`src/fdsd_pkg.sv`:
```
// fdsd_pkg: shared types, widths and mode codes for the frame difference
// stillness detector. No dependencies.
`timescale 1ns / 1ps

package fdsd_pkg;

  localparam int COUNT_BITS = 20;
  localparam int FIELD_BITS = 20;
  localparam int CMP_BITS   = (COUNT_BITS > FIELD_BITS) ? COUNT_BITS : FIELD_BITS;
  localparam int LUMA_BITS  = 8;
  localparam int RUN_BITS   = 9;
  localparam int SKIP_BITS  = 8;
  localparam int INDEX_BITS = 4;
  localparam int DATA_BITS  = 20;
  localparam int MODE_BITS  = 2;

  localparam logic [COUNT_BITS-1:0] COUNT_MAX = {COUNT_BITS{1'b1}};

  localparam logic [MODE_BITS-1:0] MODE_START  = 2'd0;
  localparam logic [MODE_BITS-1:0] MODE_SEARCH = 2'd1;
  localparam logic [MODE_BITS-1:0] MODE_BURST  = 2'd2;
  localparam logic [MODE_BITS-1:0] MODE_COUNT  = 2'd3;

  localparam logic [INDEX_BITS-1:0] REG_SENSITIVITY = 4'd0;
  localparam logic [INDEX_BITS-1:0] REG_CHANGE_THR  = 4'd1;
  localparam logic [INDEX_BITS-1:0] REG_STILL_THR   = 4'd2;
  localparam logic [INDEX_BITS-1:0] REG_SKIP        = 4'd3;

  typedef struct packed {
    logic [LUMA_BITS-1:0]  pixel_sensitivity;
    logic [FIELD_BITS-1:0] change_count_threshold;
    logic [7:0]            still_frames_threshold;
    logic [SKIP_BITS-1:0]  startup_skip_frames;
  } fdsd_cfg_t;

endpackage

```
`src/frame_difference_stillness_detector.sv`:
```
// frame_difference_stillness_detector: top level with the input register,
// result register and assertions. Depends on fdsd_pkg, fdsd_cfg_regs,
// fdsd_pixel_count and fdsd_mode_ctrl.
//
//   channel  | handshake                  | payload
//   ---------+----------------------------+-------------------------------------
//   pixel    | pixel_valid / pixel_stall  | current_luma, previous_luma, frame_end
//   result   | result_valid / result_stall| capture_ready, frame_changed,
//            |                            | changed_pixels, mode_after
//   cfg      | cfg_valid / cfg_ready      | cfg_index, cfg_data
//
// one pixel transaction per cycle while the result register is not stalled;
// a pixel lands in the input register at its accepting edge and its frame
// result, if any, is loaded into the result register as the pixel moves on.
// a single result register holds a waiting result; while it is stalled the
// input side stalls too. synchronous active-high rst clears all control state
// and restores the register defaults; cfg_ready is always high.
`timescale 1ns / 1ps

module frame_difference_stillness_detector (
  input  logic                            clk,
  input  logic                            rst,
  input  logic                            pixel_valid,
  output logic                            pixel_stall,
  input  logic [fdsd_pkg::LUMA_BITS-1:0]  current_luma,
  input  logic [fdsd_pkg::LUMA_BITS-1:0]  previous_luma,
  input  logic                            frame_end,
  output logic                            result_valid,
  input  logic                            result_stall,
  output logic                            capture_ready,
  output logic                            frame_changed,
  output logic [fdsd_pkg::FIELD_BITS-1:0] changed_pixels,
  output logic [fdsd_pkg::MODE_BITS-1:0]  mode_after,
  input  logic                            cfg_valid,
  output logic                            cfg_ready,
  input  logic [fdsd_pkg::INDEX_BITS-1:0] cfg_index,
  input  logic [fdsd_pkg::DATA_BITS-1:0]  cfg_data
);
  import fdsd_pkg::*;

  fdsd_cfg_t cfg;

  logic                  advance;
  logic                  take;
  logic                  s1_valid;
  logic [LUMA_BITS-1:0]  s1_current;
  logic [LUMA_BITS-1:0]  s1_previous;
  logic                  s1_frame_end;

  logic [FIELD_BITS-1:0] calc_pixels;
  logic                  calc_changed;
  logic                  calc_ready;
  logic [MODE_BITS-1:0]  calc_mode;

  assign advance     = !(result_valid && result_stall);
  assign pixel_stall = !advance;
  assign take        = advance && s1_valid;

  fdsd_cfg_regs u_cfg (
    .clk       (clk),
    .rst       (rst),
    .cfg_valid (cfg_valid),
    .cfg_ready (cfg_ready),
    .cfg_index (cfg_index),
    .cfg_data  (cfg_data),
    .cfg       (cfg)
  );

  fdsd_pixel_count u_count (
    .clk            (clk),
    .rst            (rst),
    .take           (take),
    .current_luma   (s1_current),
    .previous_luma  (s1_previous),
    .frame_end      (s1_frame_end),
    .cfg            (cfg),
    .changed_pixels (calc_pixels),
    .frame_changed  (calc_changed)
  );

  fdsd_mode_ctrl u_mode (
    .clk           (clk),
    .rst           (rst),
    .step          (take && s1_frame_end),
    .frame_changed (calc_changed),
    .cfg           (cfg),
    .capture_ready (calc_ready),
    .mode_after    (calc_mode)
  );

  // input register
  always_ff @(posedge clk) begin
    if (rst) begin
      s1_valid <= 1'b0;
    end else if (advance) begin
      s1_valid <= pixel_valid;
    end
  end

  always_ff @(posedge clk) begin
    if (advance && pixel_valid) begin
      s1_current   <= current_luma;
      s1_previous  <= previous_luma;
      s1_frame_end <= frame_end;
    end
  end

  // result register, loaded only on the last pixel of a frame
  always_ff @(posedge clk) begin
    if (rst) begin
      result_valid <= 1'b0;
    end else if (advance) begin
      result_valid <= s1_valid && s1_frame_end;
    end
  end

  always_ff @(posedge clk) begin
    if (take && s1_frame_end) begin
      capture_ready  <= calc_ready;
      frame_changed  <= calc_changed;
      changed_pixels <= calc_pixels;
      mode_after     <= calc_mode;
    end
  end

  // a capture event never comes from a changed frame
  assert property (@(posedge clk) disable iff (rst)
    result_valid && capture_ready |-> !frame_changed && (mode_after == MODE_SEARCH))
    else $error("capture_ready with changed frame or wrong mode");

  // a new result only follows a last pixel in the input register
  assert property (@(posedge clk) disable iff (rst)
    $rose(result_valid) |-> $past(s1_valid && s1_frame_end))
    else $error("result without a frame end");

  // a held result holds the input side as well
  assert property (@(posedge clk) disable iff (rst)
    result_valid && result_stall |-> pixel_stall && !take)
    else $error("input advanced while result stalled");

endmodule

```
`src/fdsd_cfg_regs.sv`:
```
// fdsd_cfg_regs: configuration register file written over the cfg channel.
// Depends on fdsd_pkg.
`timescale 1ns / 1ps

module fdsd_cfg_regs (
  input  logic                           clk,
  input  logic                           rst,
  input  logic                           cfg_valid,
  output logic                           cfg_ready,
  input  logic [fdsd_pkg::INDEX_BITS-1:0] cfg_index,
  input  logic [fdsd_pkg::DATA_BITS-1:0]  cfg_data,
  output fdsd_pkg::fdsd_cfg_t            cfg
);
  import fdsd_pkg::*;

  fdsd_cfg_t regs;

  assign cfg_ready = 1'b1;
  assign cfg       = regs;

  always_ff @(posedge clk) begin
    if (rst) begin
      regs.pixel_sensitivity      <= 8'd24;
      regs.change_count_threshold <= 20'd1000;
      regs.still_frames_threshold <= 8'd10;
      regs.startup_skip_frames    <= 8'd0;
    end else if (cfg_valid && cfg_ready) begin
      case (cfg_index)
        REG_SENSITIVITY: regs.pixel_sensitivity      <= cfg_data[LUMA_BITS-1:0];
        REG_CHANGE_THR:  regs.change_count_threshold <= cfg_data[FIELD_BITS-1:0];
        REG_STILL_THR:   regs.still_frames_threshold <= cfg_data[7:0];
        REG_SKIP:        regs.startup_skip_frames    <= cfg_data[SKIP_BITS-1:0];
        default: begin
        end
      endcase
    end
  end

endmodule

```
`src/fdsd_pixel_count.sv`:
```
// fdsd_pixel_count: per-pixel difference test and saturating changed-pixel
// counter; gives the frame total and the changed flag on the last pixel.
// Depends on fdsd_pkg.
`timescale 1ns / 1ps

module fdsd_pixel_count (
  input  logic                            clk,
  input  logic                            rst,
  input  logic                            take,
  input  logic [fdsd_pkg::LUMA_BITS-1:0]  current_luma,
  input  logic [fdsd_pkg::LUMA_BITS-1:0]  previous_luma,
  input  logic                            frame_end,
  input  fdsd_pkg::fdsd_cfg_t             cfg,
  output logic [fdsd_pkg::FIELD_BITS-1:0] changed_pixels,
  output logic                            frame_changed
);
  import fdsd_pkg::*;

  logic [COUNT_BITS-1:0] pixel_change_count;
  logic [COUNT_BITS-1:0] count_next;
  logic [LUMA_BITS-1:0]  diff;
  logic                  hit;
  logic [CMP_BITS-1:0]   count_wide;
  logic [CMP_BITS-1:0]   thr_wide;

  always_comb begin
    diff = (current_luma > previous_luma) ? (current_luma - previous_luma)
                                          : (previous_luma - current_luma);
    hit  = (diff > cfg.pixel_sensitivity) && (pixel_change_count != COUNT_MAX);
    count_next = hit ? pixel_change_count + 1'b1 : pixel_change_count;
    count_wide = CMP_BITS'(count_next);
    thr_wide   = CMP_BITS'(cfg.change_count_threshold);
  end

  assign changed_pixels = count_wide[FIELD_BITS-1:0];
  assign frame_changed  = count_wide > thr_wide;

  always_ff @(posedge clk) begin
    if (rst) begin
      pixel_change_count <= '0;
    end else if (take) begin
      pixel_change_count <= frame_end ? '0 : count_next;
    end
  end

endmodule

```
`src/fdsd_mode_ctrl.sv`:
```
// fdsd_mode_ctrl: per-frame mode machine (start-up, searching, burst wait,
// counting) with the still-run and start-up counters. Depends on fdsd_pkg.
`timescale 1ns / 1ps

module fdsd_mode_ctrl (
  input  logic                           clk,
  input  logic                           rst,
  input  logic                           step,
  input  logic                           frame_changed,
  input  fdsd_pkg::fdsd_cfg_t            cfg,
  output logic                           capture_ready,
  output logic [fdsd_pkg::MODE_BITS-1:0] mode_after
);
  import fdsd_pkg::*;

  logic [MODE_BITS-1:0] detector_mode;
  logic [MODE_BITS-1:0] detector_mode_next;
  logic [RUN_BITS-1:0]  still_run_count;
  logic [RUN_BITS-1:0]  still_run_count_next;
  logic [SKIP_BITS-1:0] startup_frame_count;
  logic [SKIP_BITS-1:0] startup_frame_count_next;
  logic                 ready;

  always_comb begin
    detector_mode_next       = detector_mode;
    still_run_count_next     = still_run_count;
    startup_frame_count_next = startup_frame_count;
    ready                    = 1'b0;
    case (detector_mode)
      MODE_START: begin
        if (startup_frame_count == cfg.startup_skip_frames) begin
          detector_mode_next = MODE_SEARCH;
        end
        startup_frame_count_next = startup_frame_count + 1'b1;
      end
      MODE_SEARCH: begin
        if (frame_changed) begin
          detector_mode_next = MODE_BURST;
        end
      end
      MODE_BURST: begin
        if (!frame_changed) begin
          detector_mode_next = MODE_COUNT;
        end
      end
      default: begin
        if (!frame_changed) begin
          still_run_count_next = still_run_count + 1'b1;
        end else begin
          detector_mode_next   = MODE_SEARCH;
          still_run_count_next = '0;
        end
        if (still_run_count_next > RUN_BITS'(cfg.still_frames_threshold)) begin
          detector_mode_next   = MODE_SEARCH;
          still_run_count_next = '0;
          ready                = 1'b1;
        end
      end
    endcase
  end

  assign capture_ready = ready;
  assign mode_after    = detector_mode_next;

  always_ff @(posedge clk) begin
    if (rst) begin
      detector_mode       <= MODE_START;
      still_run_count     <= '0;
      startup_frame_count <= '0;
    end else if (step) begin
      detector_mode       <= detector_mode_next;
      still_run_count     <= still_run_count_next;
      startup_frame_count <= startup_frame_count_next;
    end
  end

endmodule

```
`config.mk`:
```
export PLATFORM = sky130hd
export DESIGN_NAME = frame_difference_stillness_detector
export DESIGN_NICKNAME = d
export VERILOG_FILES = /design/src/fdsd_pkg.sv /design/src/frame_difference_stillness_detector.sv /design/src/fdsd_cfg_regs.sv /design/src/fdsd_pixel_count.sv /design/src/fdsd_mode_ctrl.sv
export SDC_FILE = /design/constraint.sdc
export NUM_CORES = 1
export LEC_CHECK = 0
export BUFFER_PORTS_ARGS = -buffer_cell sky130_fd_sc_hd__buf_4
export CAP_MARGIN = 25
export CELL_PAD_IN_SITES_DETAIL_PLACEMENT = 0
export CELL_PAD_IN_SITES_GLOBAL_PLACEMENT = 1
export CORE_UTILIZATION = 29
export DETAILED_ROUTE_END_ITERATION = 8
export PLACE_DENSITY = 0.65
export SETUP_SLACK_MARGIN = 0.1
export SYNTH_ARGS = -nofsm -noshare
export SYNTH_HDL_FRONTEND = slang
export SYNTH_HIERARCHICAL = 1
export SYNTH_SLANG_ARGS = --single-unit
```
`constraint.sdc`:
```
create_clock -name clk -period 6.56 [get_ports clk]
set_clock_uncertainty 0.15 [all_clocks]
set_input_delay 0.984 -clock clk [delete_from_list [all_inputs] [get_ports clk]]
set_output_delay 0.984 -clock clk [all_outputs]
set_load 0.01 [all_outputs]
```
==> flow_summary.yaml <==
hold_path:
  hold_start: "u_mode/still_run_count[1]"
  hold_path.class: "reg -> reg"
sta:
  hold_violations: 0
  fin_crit_sh_pct: 101
  worst_pin_slew_ns: 0.827
  fmax_ghz: 0.151
  slew_violations: 0
  setup_violations: 5
  grt_setup_unrepaired: "true"
  maxSlewHeadroom_pct: 44.6
  period_needed_ns: 6.61
  setup_ws_ns: -0.0528
clock_tree:
  clock_latency_ns: 0.42
  cts_tree: "built"
  hold_buffers: 0
  cts_sinks: 126
  cts.path.max_buffers: 2
  ctsHtreeMaxLevel: 4
  numCtsBuffers: 17
  clkTransAtPathRegs_ns: 0.06
  root_buffer: "clkbuf_16"
job:
  cap_violations: 0
floorplanning:
  rows: 58
  die_x_microns: 162
  core-area_sq_um: 25200
  dieArea_sq_um: 26300
  initial_core_util_pct: 29.5
  io_pins: 73
  die_y_microns: 162
final_layout:
  nets: 1004
  nFillCells: 2450
  areaGrowthSynthToFinish_pct: 31.9
  stdcell_count: 1245
  fin_util_pct: 38.9
  num_antenna_cells: 0
  drive_gt1_share_pct: 28.7
synth:
  synth_edf_count: 41
  syn_area_sq_um: 7430
  synth.avg_cell_area_sq_um: 9.60
  synthCells: 774
  async_flop_share_pct: 0
  synth.yosys.seq_area_share_pct: 39.5
  synth_cell_types: 87
  ys_warn_count: 6
  synth-main-ff-cell: "dfxtp_1"
  synth-seq-cells: 126
  synth_fp_nets: 876
global_routing:
  grt_pass1_wl_mm: 28.7
  gr-total-overflow: 0
  grt_pass1_vias: 5593
  grt.total_usage_pct: 13.9
  antenna_found_initial: 0
  grt_max_degree: 83
worst_setup_path:
  startpoint: "s1_current[0]"
  cpPeakStageDelay_ns: 0.39
  cp.arrival_ns: 6.79
  worstPathRequired_ns: 6.74
  crit_slowest_cell: "or3b_4"
  start_kind: "flop"
  crit_top_cell: "o21ai_4"
  end_kind: "flop"
  worstSetupPathType: "reg -> reg"
  r2r_start: "s1_current[0]"
  path_max_fanout: 7
status:
  status: "complete, but fails checks"
  violations: "negative setup slack"
placement:
  io_buffers: 71
  post-place-cells: 1192
  dp.final_hpwl_mm: 12.8
  gp_congestion: 0.810
routing:
  drtPass1Iterations: 4
  detail-route-antenna-nets: 0
  vias_per_cell: 4.65
  wl_per_cell_microns: 14.7
  dr_total_vias: 5792
  drtIter0Drc: 265
  drc_errors: 0
  finalWirelength_mm: 18.2
power:
  leakage_nw: 4.08
  powerDensity_nw_per_um2: 226
  ir_drop_mv: 0.172
## state kept, by name, indices dropped and copies added (netlist names)
name	count
capture_ready	1
u_mode/still_run_count	9
u_cfg/cfg	44
mode_after	2
changed_pixels	20
u_mode/startup_frame_count	8
s1_previous	8
s1_current	8
frame_changed	1
u_count/pixel_change_count	20
result_valid	1
s1_frame_end	1
u_mode/detector_mode	2
s1_valid	1
## where the power goes
part	switching, mW	internal (mW)
clock	0.350	0.641
sequential	0.0124	0.825
combinational	0.195	0.187
## layer usage
| layer | vias up | track usage, % | wire (microns) |
|---|---|---|---|
| met2 | 72 | 21.9 | 8640 |
| met3 | 15 | 2.12 | 366 |
| li1 | 2969 | - | - |
| met5 | - | 0 | 0 |
| met4 | 0 | 5.10 | 260 |
| met1 | 2736 | 19.1 | 8980 |
## placed cells by master, fill, tap and decap left out, types with 20 or more instances in the layout
| cell | synthesis | final |
|---|---|---|
| a21oi_1 | 31 | 25 |
| buf_4 | 3 | 128 |
| xor2_1 | 27 | 20 |
| ha_1 | 54 | 48 |
| nand2b_1 | 67 | 66 |
| nand2_1 | 39 | 38 |
| edfxtp_1 | 41 | 41 |
| mux2i_1 | 50 | 48 |
| inv_1 | 63 | 61 |
| nor2_1 | 55 | 43 |
| dfxtp_1 | 85 | 85 |
## what timing repair did
action | CTS | global route
setup buffers | 7 | 12
endpoints found under the setup margin | 11 | 13
cloned | 1 | 1
gates resized for setup | 21 | 59
pin swaps | 14 | 29
## stage by stage
step,setup slack [ns],power [mW],instance area (sq um),setup TNS [ns],hold WS [ns]
final,-0.0528,2.21,9800,-0.190,0.320
after global routing,-0.346,2.30,9800,-3.17,0.347
after CTS,0.104,2.17,9380,0,0.316
after detailed placement,-0.116,1.16,8610,-0.852,0.308
after global placement,-0.0320,1.16,8610,-0.130,0.294
after floorplan,0.115,1.05,7450,0,0.285
## Yosys cell counts, drive strengths merged, types with 3 or more instances
cell,count,area (sq um)
a21o,9,70.1
and4,4,37.5
clkbuf,16,60.1
nor3b,3,38.8
mux2i,50,500
nor3,12,76.3
o211ai,5,51.3
nand4,17,119
or4,13,101
edfxtp,41,1230
inv,64,240
a31oi,16,100
o21a,5,37.5
ha,54,676
and2,5,32.5
o21ai,28,159
xor2,27,236
buf,13,87.6
nand2b,67,419
nor2b,16,100
dfxtp,85,1700
nand3,20,118
nand2,41,159
o31ai,4,50.1
or2,3,18.8
and3,10,70.1
a21oi,33,180
nor2,55,206
xnor2,16,148
a211oi,4,30.0
## worst paths after layout
| check | slack [ns] | cells after the start | end |
|---|---|---|---|
| worst min register to register | 0.32 | 2 | u_mode/still_run_count[1] |
| worst min-delay path | 0.32 | 2 | u_mode/still_run_count[1] |
| worst max register to register | -0.05 | 34 | u_mode/still_run_count[7] |
| worst max-delay path | -0.05 | 34 | u_mode/still_run_count[7] |
## worst max-delay path: cells and delay by family, from the launching register on
family	cells	cell delay, ns
simple gates	7	1.13
fa+ha+maj	5	1.35
buf+inv	8	0.80
flops	1	0.38
compound gates	11	2.19
xor+xnor	2	0.32
mux	1	0.18
## final cells by class
cell class              count  area, sq um  area share, %
well taps                 330          413           4.21
repair buffers            137         1080           11.1
clock buffers              19          443           4.52
inverters                  64          240           2.45
multi-input cells         556         4520           46.1
flip-flops and latches    126         2930           29.9
clock inverters            13          170           1.74
## cells by family (layout without fill, tap and decap cells)
kind of cell               count (synthesis)  after routing  share of synthesized area [%]
and+or+nand+nor                          277            277                           21.6
other                                      1              1                         0.0505
muxes                                     52             52                           7.04
xor gates and xnor gates                  43             43                           5.17
adders and majority gates                 57             57                           9.77
DFF                                      126            126                           39.5
AOI/OAI and AO/OA                        125            126                           11.7
buffers and inverters                     93            233                           5.22
(Power assumes the default switching activity.)
